## src/ldsk_pkg.sv

```systemverilog
// Package for the LOOK disk scheduler: sizes, result and command codes,
// register indexes, controller states and the request table entry type.
// Depends on nothing; imported by look_disk_scheduler.
package ldsk_pkg;

  localparam int QUEUE_DEPTH = 16;
  localparam int SLOT_BITS   = $clog2(QUEUE_DEPTH);
  localparam int CYL_BITS    = 16;
  localparam int TIME_BITS   = 32;
  localparam int CFG_BITS    = 1;

  localparam logic [CYL_BITS-1:0] START_CYL_RESET = CYL_BITS'(1);
  localparam logic [CYL_BITS-1:0] MAX_CYL_RESET   = '1;

  localparam logic CMD_ADD  = 1'b0;
  localparam logic CMD_TICK = 1'b1;

  localparam logic [CFG_BITS-1:0] CFG_START_CYL = CFG_BITS'(0);
  localparam logic [CFG_BITS-1:0] CFG_MAX_CYL   = CFG_BITS'(1);

  typedef enum logic [1:0] {
    RK_ACCEPT = 2'd0,
    RK_REJECT = 2'd1,
    RK_DONE   = 2'd2,
    RK_STATUS = 2'd3
  } result_kind_t;

  typedef enum logic [3:0] {
    S_IDLE,
    S_ADD,
    S_TICK,
    S_SCAN,
    S_PICK,
    S_ZERO,
    S_STEP,
    S_ARRIVE,
    S_STATUS
  } state_t;

  typedef struct packed {
    logic [CYL_BITS-1:0]  cyl;
    logic [TIME_BITS-1:0] arr;
  } entry_t;

  typedef struct packed {
    logic                 found;
    logic [SLOT_BITS-1:0] slot;
    logic [CYL_BITS-1:0]  span;
    logic [CYL_BITS-1:0]  cyl;
    logic [TIME_BITS-1:0] arr;
  } cand_t;

  typedef struct packed {
    result_kind_t         kind;
    logic [SLOT_BITS-1:0] slot;
    logic [CYL_BITS-1:0]  cyl;
    logic [TIME_BITS-1:0] wait_ticks;
    logic [CYL_BITS-1:0]  head;
    logic [TIME_BITS-1:0] now;
    logic                 last;
  } result_t;

endpackage

```

## src/look_disk_scheduler.sv

```systemverilog
// LOOK elevator disk scheduler top level: request table memory, scan controller
// and result register. Depends on ldsk_pkg.
//
//   channel   signals                          direction   transaction
//   cmd       cmd_valid / cmd_stall            in          one add or one tick
//   result    result_valid / result_stall      out         one result, last marks the end
//   config    cfg_we, cfg_index, cfg_data      in          one register write
//
// An add returns one result. A tick runs a selection round while the head is idle and the
// table holds requests, the scan reading one slot a cycle from the single read port of the
// request memory. Each zero-distance completion starts another round.
// Reset is synchronous; the memory is not cleared, the slot valid bits are.
// A stalled result holds the controller in its emitting state; a new command is
// taken while the last result of the previous one still waits.
module look_disk_scheduler (
  input  logic                                 clk,
  input  logic                                 rst,
  input  logic                                 cfg_we,
  input  logic [ldsk_pkg::CFG_BITS-1:0]        cfg_index,
  input  logic [ldsk_pkg::CYL_BITS-1:0]        cfg_data,
  input  logic                                 cmd_valid,
  output logic                                 cmd_stall,
  input  logic                                 cmd,
  input  logic [ldsk_pkg::CYL_BITS-1:0]        req_cylinder,
  input  logic [ldsk_pkg::TIME_BITS-1:0]       arrival_time,
  output logic                                 result_valid,
  input  logic                                 result_stall,
  output ldsk_pkg::result_kind_t               result_kind,
  output logic [ldsk_pkg::SLOT_BITS-1:0]       slot,
  output logic [ldsk_pkg::CYL_BITS-1:0]        done_cylinder,
  output logic [ldsk_pkg::TIME_BITS-1:0]       wait_ticks,
  output logic [ldsk_pkg::CYL_BITS-1:0]        head_position,
  output logic [ldsk_pkg::TIME_BITS-1:0]       now_time,
  output logic                                 last
);
  import ldsk_pkg::*;

  state_t                 state, state_next;
  logic [CYL_BITS-1:0]    max_cylinder, head_cyl, target_cyl, head_step;
  logic                   moving_up, busy;
  logic [SLOT_BITS-1:0]   target_slot;
  logic [TIME_BITS-1:0]   target_wait, clock_time;
  logic [QUEUE_DEPTH-1:0] slot_valid;

  entry_t                 mem [QUEUE_DEPTH];
  entry_t                 rd_entry;
  logic [SLOT_BITS-1:0]   rd_addr;
  logic                   mem_we;

  logic                   req_cmd;
  logic [CYL_BITS-1:0]    req_cyl;
  logic [TIME_BITS-1:0]   req_arr;

  logic [SLOT_BITS:0]     scan_cnt;
  logic                   scan_end;
  logic                   eval_en;
  logic [SLOT_BITS-1:0]   eval_idx;
  logic                   ev_ok, up_upd, dn_upd;
  logic [CYL_BITS-1:0]    up_d, dn_d;
  cand_t                  up_best, dn_best, sel;
  logic                   cur_found;

  logic                   free_found, add_ok;
  logic [SLOT_BITS-1:0]   free_slot;

  logic                   out_free, out_load;
  result_t                out_q, out_next;

  assign rd_addr  = scan_cnt[SLOT_BITS-1:0];
  assign scan_end = (scan_cnt == (SLOT_BITS+1)'(QUEUE_DEPTH));
  assign out_free = !result_valid || !result_stall;

  always_comb begin
    free_found = 1'b0;
    free_slot  = '0;
    for (int i = QUEUE_DEPTH - 1; i >= 0; i--) begin
      if (!slot_valid[i]) begin
        free_found = 1'b1;
        free_slot  = SLOT_BITS'(i);
      end
    end
  end

  assign add_ok = (req_cyl <= max_cylinder) && free_found;

  always_comb begin
    ev_ok  = eval_en && slot_valid[eval_idx] && (rd_entry.arr <= clock_time);
    up_d   = rd_entry.cyl - head_cyl;
    dn_d   = head_cyl - rd_entry.cyl;
    up_upd = ev_ok && (rd_entry.cyl >= head_cyl) && (!up_best.found || up_d <= up_best.span);
    dn_upd = ev_ok && (rd_entry.cyl <= head_cyl) && (!dn_best.found || dn_d <= dn_best.span);
  end

  assign cur_found = moving_up ? up_best.found : dn_best.found;
  assign sel       = (moving_up == cur_found) ? up_best : dn_best;

  always_comb begin
    if (target_cyl > head_cyl) begin
      head_step = head_cyl + CYL_BITS'(1);
    end else if (target_cyl < head_cyl) begin
      head_step = head_cyl - CYL_BITS'(1);
    end else begin
      head_step = head_cyl;
    end
  end

  always_comb begin
    state_next = state;
    case (state)
      S_IDLE: begin
        if (cmd_valid) begin
          state_next = (cmd == CMD_ADD) ? S_ADD : S_TICK;
        end
      end
      S_ADD: begin
        if (out_free) state_next = S_IDLE;
      end
      S_TICK: begin
        state_next = (busy || slot_valid == '0) ? S_STEP : S_SCAN;
      end
      S_SCAN: begin
        if (scan_end) state_next = S_PICK;
      end
      S_PICK: begin
        state_next = (sel.found && sel.span == '0) ? S_ZERO : S_STEP;
      end
      S_ZERO: begin
        if (out_free) state_next = S_TICK;
      end
      S_STEP: begin
        state_next = (busy && head_step == target_cyl) ? S_ARRIVE : S_STATUS;
      end
      S_ARRIVE: begin
        if (out_free) state_next = S_STATUS;
      end
      S_STATUS: begin
        if (out_free) state_next = S_IDLE;
      end
      default: state_next = S_IDLE;
    endcase
  end

  always_comb begin
    cmd_stall           = (state != S_IDLE);
    mem_we              = 1'b0;
    out_load            = 1'b0;
    out_next            = '0;
    out_next.kind       = RK_STATUS;
    out_next.head       = head_cyl;
    out_next.now        = clock_time;
    case (state)
      S_ADD: begin
        mem_we        = out_free && add_ok;
        out_load      = out_free;
        out_next.kind = add_ok ? RK_ACCEPT : RK_REJECT;
        out_next.slot = add_ok ? free_slot : '0;
        out_next.last = 1'b1;
      end
      S_ZERO, S_ARRIVE: begin
        out_load            = out_free;
        out_next.kind       = RK_DONE;
        out_next.slot       = target_slot;
        out_next.cyl        = target_cyl;
        out_next.wait_ticks = target_wait;
      end
      S_STATUS: begin
        out_load      = out_free;
        out_next.kind = RK_STATUS;
        out_next.slot = busy ? target_slot : '0;
        out_next.now  = clock_time + TIME_BITS'(1);
        out_next.last = 1'b1;
      end
      default: out_load = 1'b0;
    endcase
  end

  always_ff @(posedge clk) begin
    if (mem_we) begin
      mem[free_slot] <= '{cyl: req_cyl, arr: req_arr};
    end
    rd_entry <= mem[rd_addr];
  end

  always_ff @(posedge clk) begin
    if (state == S_IDLE && cmd_valid) begin
      req_cmd <= cmd;
      req_cyl <= req_cylinder;
      req_arr <= arrival_time;
    end
    if (state == S_PICK && sel.found) begin
      target_cyl <= sel.cyl;
    end
    eval_idx <= rd_addr;
    if (out_load) begin
      out_q <= out_next;
    end
  end

  always_ff @(posedge clk) begin
    if (rst) begin
      state         <= S_IDLE;
      slot_valid    <= '0;
      head_cyl      <= START_CYL_RESET;
      max_cylinder  <= MAX_CYL_RESET;
      moving_up     <= 1'b1;
      busy          <= 1'b0;
      target_slot   <= '0;
      target_wait   <= '0;
      clock_time    <= '0;
      scan_cnt      <= '0;
      eval_en       <= 1'b0;
      up_best.found <= 1'b0;
      dn_best.found <= 1'b0;
      result_valid  <= 1'b0;
    end else begin
      state   <= state_next;
      eval_en <= (state == S_SCAN) && !scan_end;
      if (cfg_we) begin
        case (cfg_index)
          CFG_START_CYL: head_cyl <= cfg_data;
          CFG_MAX_CYL:   max_cylinder <= cfg_data;
          default:       max_cylinder <= max_cylinder;
        endcase
      end
      if (up_upd) begin
        up_best.found <= 1'b1;
        up_best.slot  <= eval_idx;
        up_best.span  <= up_d;
        up_best.cyl   <= rd_entry.cyl;
        up_best.arr   <= rd_entry.arr;
      end
      if (dn_upd) begin
        dn_best.found <= 1'b1;
        dn_best.slot  <= eval_idx;
        dn_best.span  <= dn_d;
        dn_best.cyl   <= rd_entry.cyl;
        dn_best.arr   <= rd_entry.arr;
      end
      case (state)
        S_ADD: begin
          if (mem_we) slot_valid[free_slot] <= 1'b1;
        end
        S_TICK: begin
          scan_cnt      <= '0;
          up_best.found <= 1'b0;
          dn_best.found <= 1'b0;
        end
        S_SCAN: begin
          if (!scan_end) scan_cnt <= scan_cnt + (SLOT_BITS+1)'(1);
        end
        S_PICK: begin
          if (!cur_found) moving_up <= !moving_up;
          if (sel.found) begin
            target_slot <= sel.slot;
            target_wait <= clock_time - sel.arr;
            busy        <= (sel.span != '0);
          end
        end
        S_ZERO: begin
          if (out_free) slot_valid[target_slot] <= 1'b0;
        end
        S_STEP: begin
          if (busy) head_cyl <= head_step;
        end
        S_ARRIVE: begin
          if (out_free) begin
            slot_valid[target_slot] <= 1'b0;
            busy                    <= 1'b0;
          end
        end
        S_STATUS: begin
          if (out_free) clock_time <= clock_time + TIME_BITS'(1);
        end
        default: busy <= busy;
      endcase
      if (out_load) begin
        result_valid <= 1'b1;
      end else if (!result_stall) begin
        result_valid <= 1'b0;
      end
    end
  end

  assign result_kind   = out_q.kind;
  assign slot          = out_q.slot;
  assign done_cylinder = out_q.cyl;
  assign wait_ticks    = out_q.wait_ticks;
  assign head_position = out_q.head;
  assign now_time      = out_q.now;
  assign last          = out_q.last;

  a_busy_target_valid: assert property (@(posedge clk) disable iff (rst)
    busy |-> slot_valid[target_slot])
    else $error("The head is busy with a slot that holds no request.");

  a_scan_only_idle_head: assert property (@(posedge clk) disable iff (rst)
    (state == S_SCAN) |-> !busy)
    else $error("A table scan runs while a request is in service.");

  a_load_into_free_reg: assert property (@(posedge clk) disable iff (rst)
    out_load |-> !(result_valid && result_stall))
    else $error("A result overwrote a stalled transaction.");

  a_add_on_add_cmd: assert property (@(posedge clk) disable iff (rst)
    mem_we |-> (req_cmd == CMD_ADD) && !slot_valid[free_slot])
    else $error("The request table was written outside an add or into a used slot.");

endmodule

```

## config.mk

```make
export PLATFORM = sky130hd
export DESIGN_NAME = look_disk_scheduler
export DESIGN_NICKNAME = d
export VERILOG_FILES = /design/src/ldsk_pkg.sv /design/src/look_disk_scheduler.sv
export SDC_FILE = /design/constraint.sdc
export NUM_CORES = 2
export LEC_CHECK = 0
export BUFFER_PORTS_ARGS = -buffer_cell sky130_fd_sc_hd__buf_2
export CAP_MARGIN = 20
export CORE_MARGIN = 2
export CORE_UTILIZATION = 30
export DETAILED_ROUTE_END_ITERATION = 10
export GPL_ROUTABILITY_DRIVEN = 1
export GPL_TIMING_DRIVEN = 0
export HOLD_SLACK_MARGIN = 0.03
export PLACE_DENSITY = 0.53
export SLEW_MARGIN = 0
export SYNTH_ARGS = -nofsm -noshare
export SYNTH_HDL_FRONTEND = slang
export SYNTH_SLANG_ARGS = --single-unit
```

## constraint.sdc

```tcl
create_clock -name clk -period 15.3 [get_ports clk]
set_input_delay 2.295 -clock clk [delete_from_list [all_inputs] [get_ports clk]]
set_output_delay 2.295 -clock clk [all_outputs]
set_load 0.05 [all_outputs]
```

==> flow_summary.json <==
{
  "post_cts_buffers": 0,
  "hold_depth": 0,
  "fin_ws_ns": 8.45,
  "detail-route-antenna-nets": 0,
  "layout.cells.most_common": "edfxtp_1",
  "routed_wl_mm": 151,
  "synth_ff_type": "edfxtp_1",
  "drive_gt1_frac": 0.218,
  "slew_headroom": 0.269,
  "regArea_um2": 35800,
  "multi_input_area_um2": 16200,
  "synth_enable_flop_cells": 1071,
  "path_common_cell": "a21oi_1",
  "hold_class": "flop to flop",
  "hold_viol_final": 0,
  "cts_resized": 0,
  "setup.worst_path.start_class": "flop",
  "ys_seq_elements": 1254,
  "initial_core_util": 0.301,
  "synth_area_um2": 53000,
  "wl_per_cell_um": 24.1,
  "num_rows": 154,
  "final_cell_mix": "edfxtp_1, mux4_2, dfxtp_1",
  "setup_violations": 0,
  "ys_types": 80,
  "synth_adder_area_share": 0.0396,
  "ys_async_sr_fraction": 0,
  "num_io_pins": 176,
  "final_nets": 4016,
  "switchingPower_mw": 2.66,
  "final_area_um2": 63100,
  "finalCriticalPeriod_ns": 6.85,
  "critPathBufInv": 7,
  "worstHoldStart": "scan_cnt[3]",
  "final.fill_count": 16700,
  "drc": 0,
  "syn_nets": 3550,
  "worstMarginPinSlew_ns": 1.09,
  "power.total_mw": 9.09,
  "cp.arrival_ns": 7.33,
  "holdWs_ns": 0.359,
  "p_per_area_nw_per_um2": 144,
  "grt_overflow": 0,
  "cts_buffers": 136,
  "avgViaCountPerCell": 4.95,
  "syn_area_per_cell_um2": 16.0,
  "finalCritPeriodShare": 0.447,
  "postPlaceCellArea_um2": 58500,
  "cts_sinks": 1254,
  "cp_top_family": "compound AO/OA/AOI/OAI gates",
  "status": "completed",
  "vdd_drop_max_mv": 0.0896,
  "drv_cap": 0,
  "crit_path_max_fanout": 10,
  "grt_start_max_net_pins": 32,
  "yosys.area_share.simple": 0.0653,
  "synth_mux_area_frac": 0.116,
  "r2r-start": "head_cyl[2]",
  "finClkSkew_ns": 0.0447,
  "cts.clk_slew.worst_paths_ns": 0.06,
  "clockRootBuffer": "clkbuf_16",
  "clock_latency_ns": 0.79,
  "worstSetupPathType": "flop to flop",
  "place_ws_ns": 8.53,
  "holdPathEnd": "eval_idx[3]",
  "grt.total_usage": 0.166,
  "cp-end-kind": "flop",
  "synthCells": 3313,
  "p_clk_frac": 0.353,
  "switching_share": 0.292,
  "rr_worst_depth": 25,
  "gp_congestion": 0.899,
  "synth_compound_area_frac": 0.0601,
  "crit_slowest_cell": "nor4_2",
  "timing.rr.end": "up_best[15]",
  "coreArea_um2": 176000,
  "hpwl_mm": 112,
  "combinationalPowerShare": 0.162,
  "p_int_mw": 6.44,
  "port_buffers": 175,
  "max_stage_delay_ns": 0.78,
  "seq_power_share": 0.485,
  "yosys_warnings": 0,
  "grt_pass1_wl_mm": 218,
  "ff2ff_setup_slack_ns": 8.45,
  "fmaxAchievable_mhz": 146,
  "drt_first_pass_iters": 5,
  "h-tree-depth": 4,
  "synth-xor-area-share": 0.0220,
  "grt_setup_unrepaired": "false",
  "p_leak_nw": 21.1,
  "postCtsHoldBufs": 0,
  "cts_tree": "built",
  "grt_pass1_vias": 31000,
  "slew_violations": 0,
  "ys_seq_area_frac": 0.676,
  "dr.first_iter.drc_count": 2811,
  "die_h_um": 424,
  "synth_top_family_by_area": "multiplexers",
  "vias": 30900,
  "area_growth_pct": 19.1,
  "utilization": 0.359,
  "required_ns": 15.78,
  "dieArea_um2": 180000,
  "antenna_found_initial": 11,
  "die-width_um": 424,
  "cts.path.max_buffers": 3
}
## synth_stat cells, types with 23 or more instances
| cell | count | area [um2] |
|---|---|---|
| nand3_1 | 62 | 310 |
| a21oi_1 | 131 | 656 |
| nor2_1 | 133 | 499 |
| nand4_1 | 46 | 288 |
| a21o_1 | 51 | 383 |
| dfxtp_1 | 183 | 3660 |
| mux2i_1 | 40 | 400 |
| xnor2_1 | 108 | 946 |
| clkbuf_1 | 123 | 462 |
| o21ai_0 | 87 | 435 |
| edfxtp_1 | 1071 | 32200 |
| nor4_1 | 26 | 163 |
| a211o_1 | 23 | 201 |
| ha_1 | 163 | 2040 |
| inv_1 | 145 | 544 |
| xor2_1 | 25 | 219 |
| nand2_1 | 168 | 631 |
| nor3_1 | 48 | 240 |
| and3_1 | 80 | 500 |
| mux4_2 | 244 | 5500 |
| buf_1 | 23 | 86.3 |
## worst max-delay path by stage
stage	to	cells after the start	start	slack, ns
3_5_place_dp	up_best[12]	25	head_cyl[2]	8.53
6_report	up_best[15]	25	head_cyl[2]	8.45
4_1_cts	up_best[15]	25	head_cyl[2]	8.52
3_3_place_gp	dn_best[12]	19	head_cyl[5]	-2.14
2_1_floorplan	dn_best[0]	19	head_cyl[5]	4.50
5_1_grt	up_best[15]	25	head_cyl[2]	7.86
## per-stage QoR
stage	setup TNS, ns	std cells
4_1_cts	0	6215
3_3_place_gp	-269.12	5828
3_5_place_dp	0	5967
5_1_grt	0	6231
6_report	0	6233
2_1_floorplan	0	3313
## registers in the layout, indices dropped and copies added, names as in the netlist, 32 cells and up
register,flops
target_wait,32
dn_best,69
clock_time,32
now_time,32
req_arr,32
mem,768
up_best,69
wait_ticks,32
rd_entry,48
## metal layers
layer | GRT usage | vias to the layer above | share of wire
li1 | - | 14000 | -
met1 | 0.224 | 15800 | 0.44
met2 | 0.272 | 858 | 0.48
met3 | 0.0275 | 199 | 0.049
met4 | 0.0530 | 0 | 0.027
met5 | 0 | - | 0
## power groups by stage
stage,Combinational [mW],Sequential (mW),Clock [mW]
3_5_place_dp,1.48,4.49,0
3_3_place_gp,1.41,4.53,0
2_1_floorplan,0.706,4.64,0
4_1_cts,1.48,4.42,3.30
5_1_grt,1.59,4.45,3.43
6_report,1.47,4.41,3.21
## cells by family after synthesis
group | after synthesis
simple gates | 683
buf+inv | 292
compound gates | 480
fa+ha+maj | 166
flops | 1254
xor+xnor | 133
mux | 305
## layout make-up
class                      count  area share
clock inverter                72      0.0119
inverter                     145     0.00863
clock buffer                 176      0.0575
multi-input combinational   1767       0.256
timing repair buffer         328      0.0423
tap                         2340      0.0464
buffer                       147     0.00889
antenna                        4    0.000159
sequential                  1254       0.568
No activity file was read; power rests on OpenSTA's default activity.
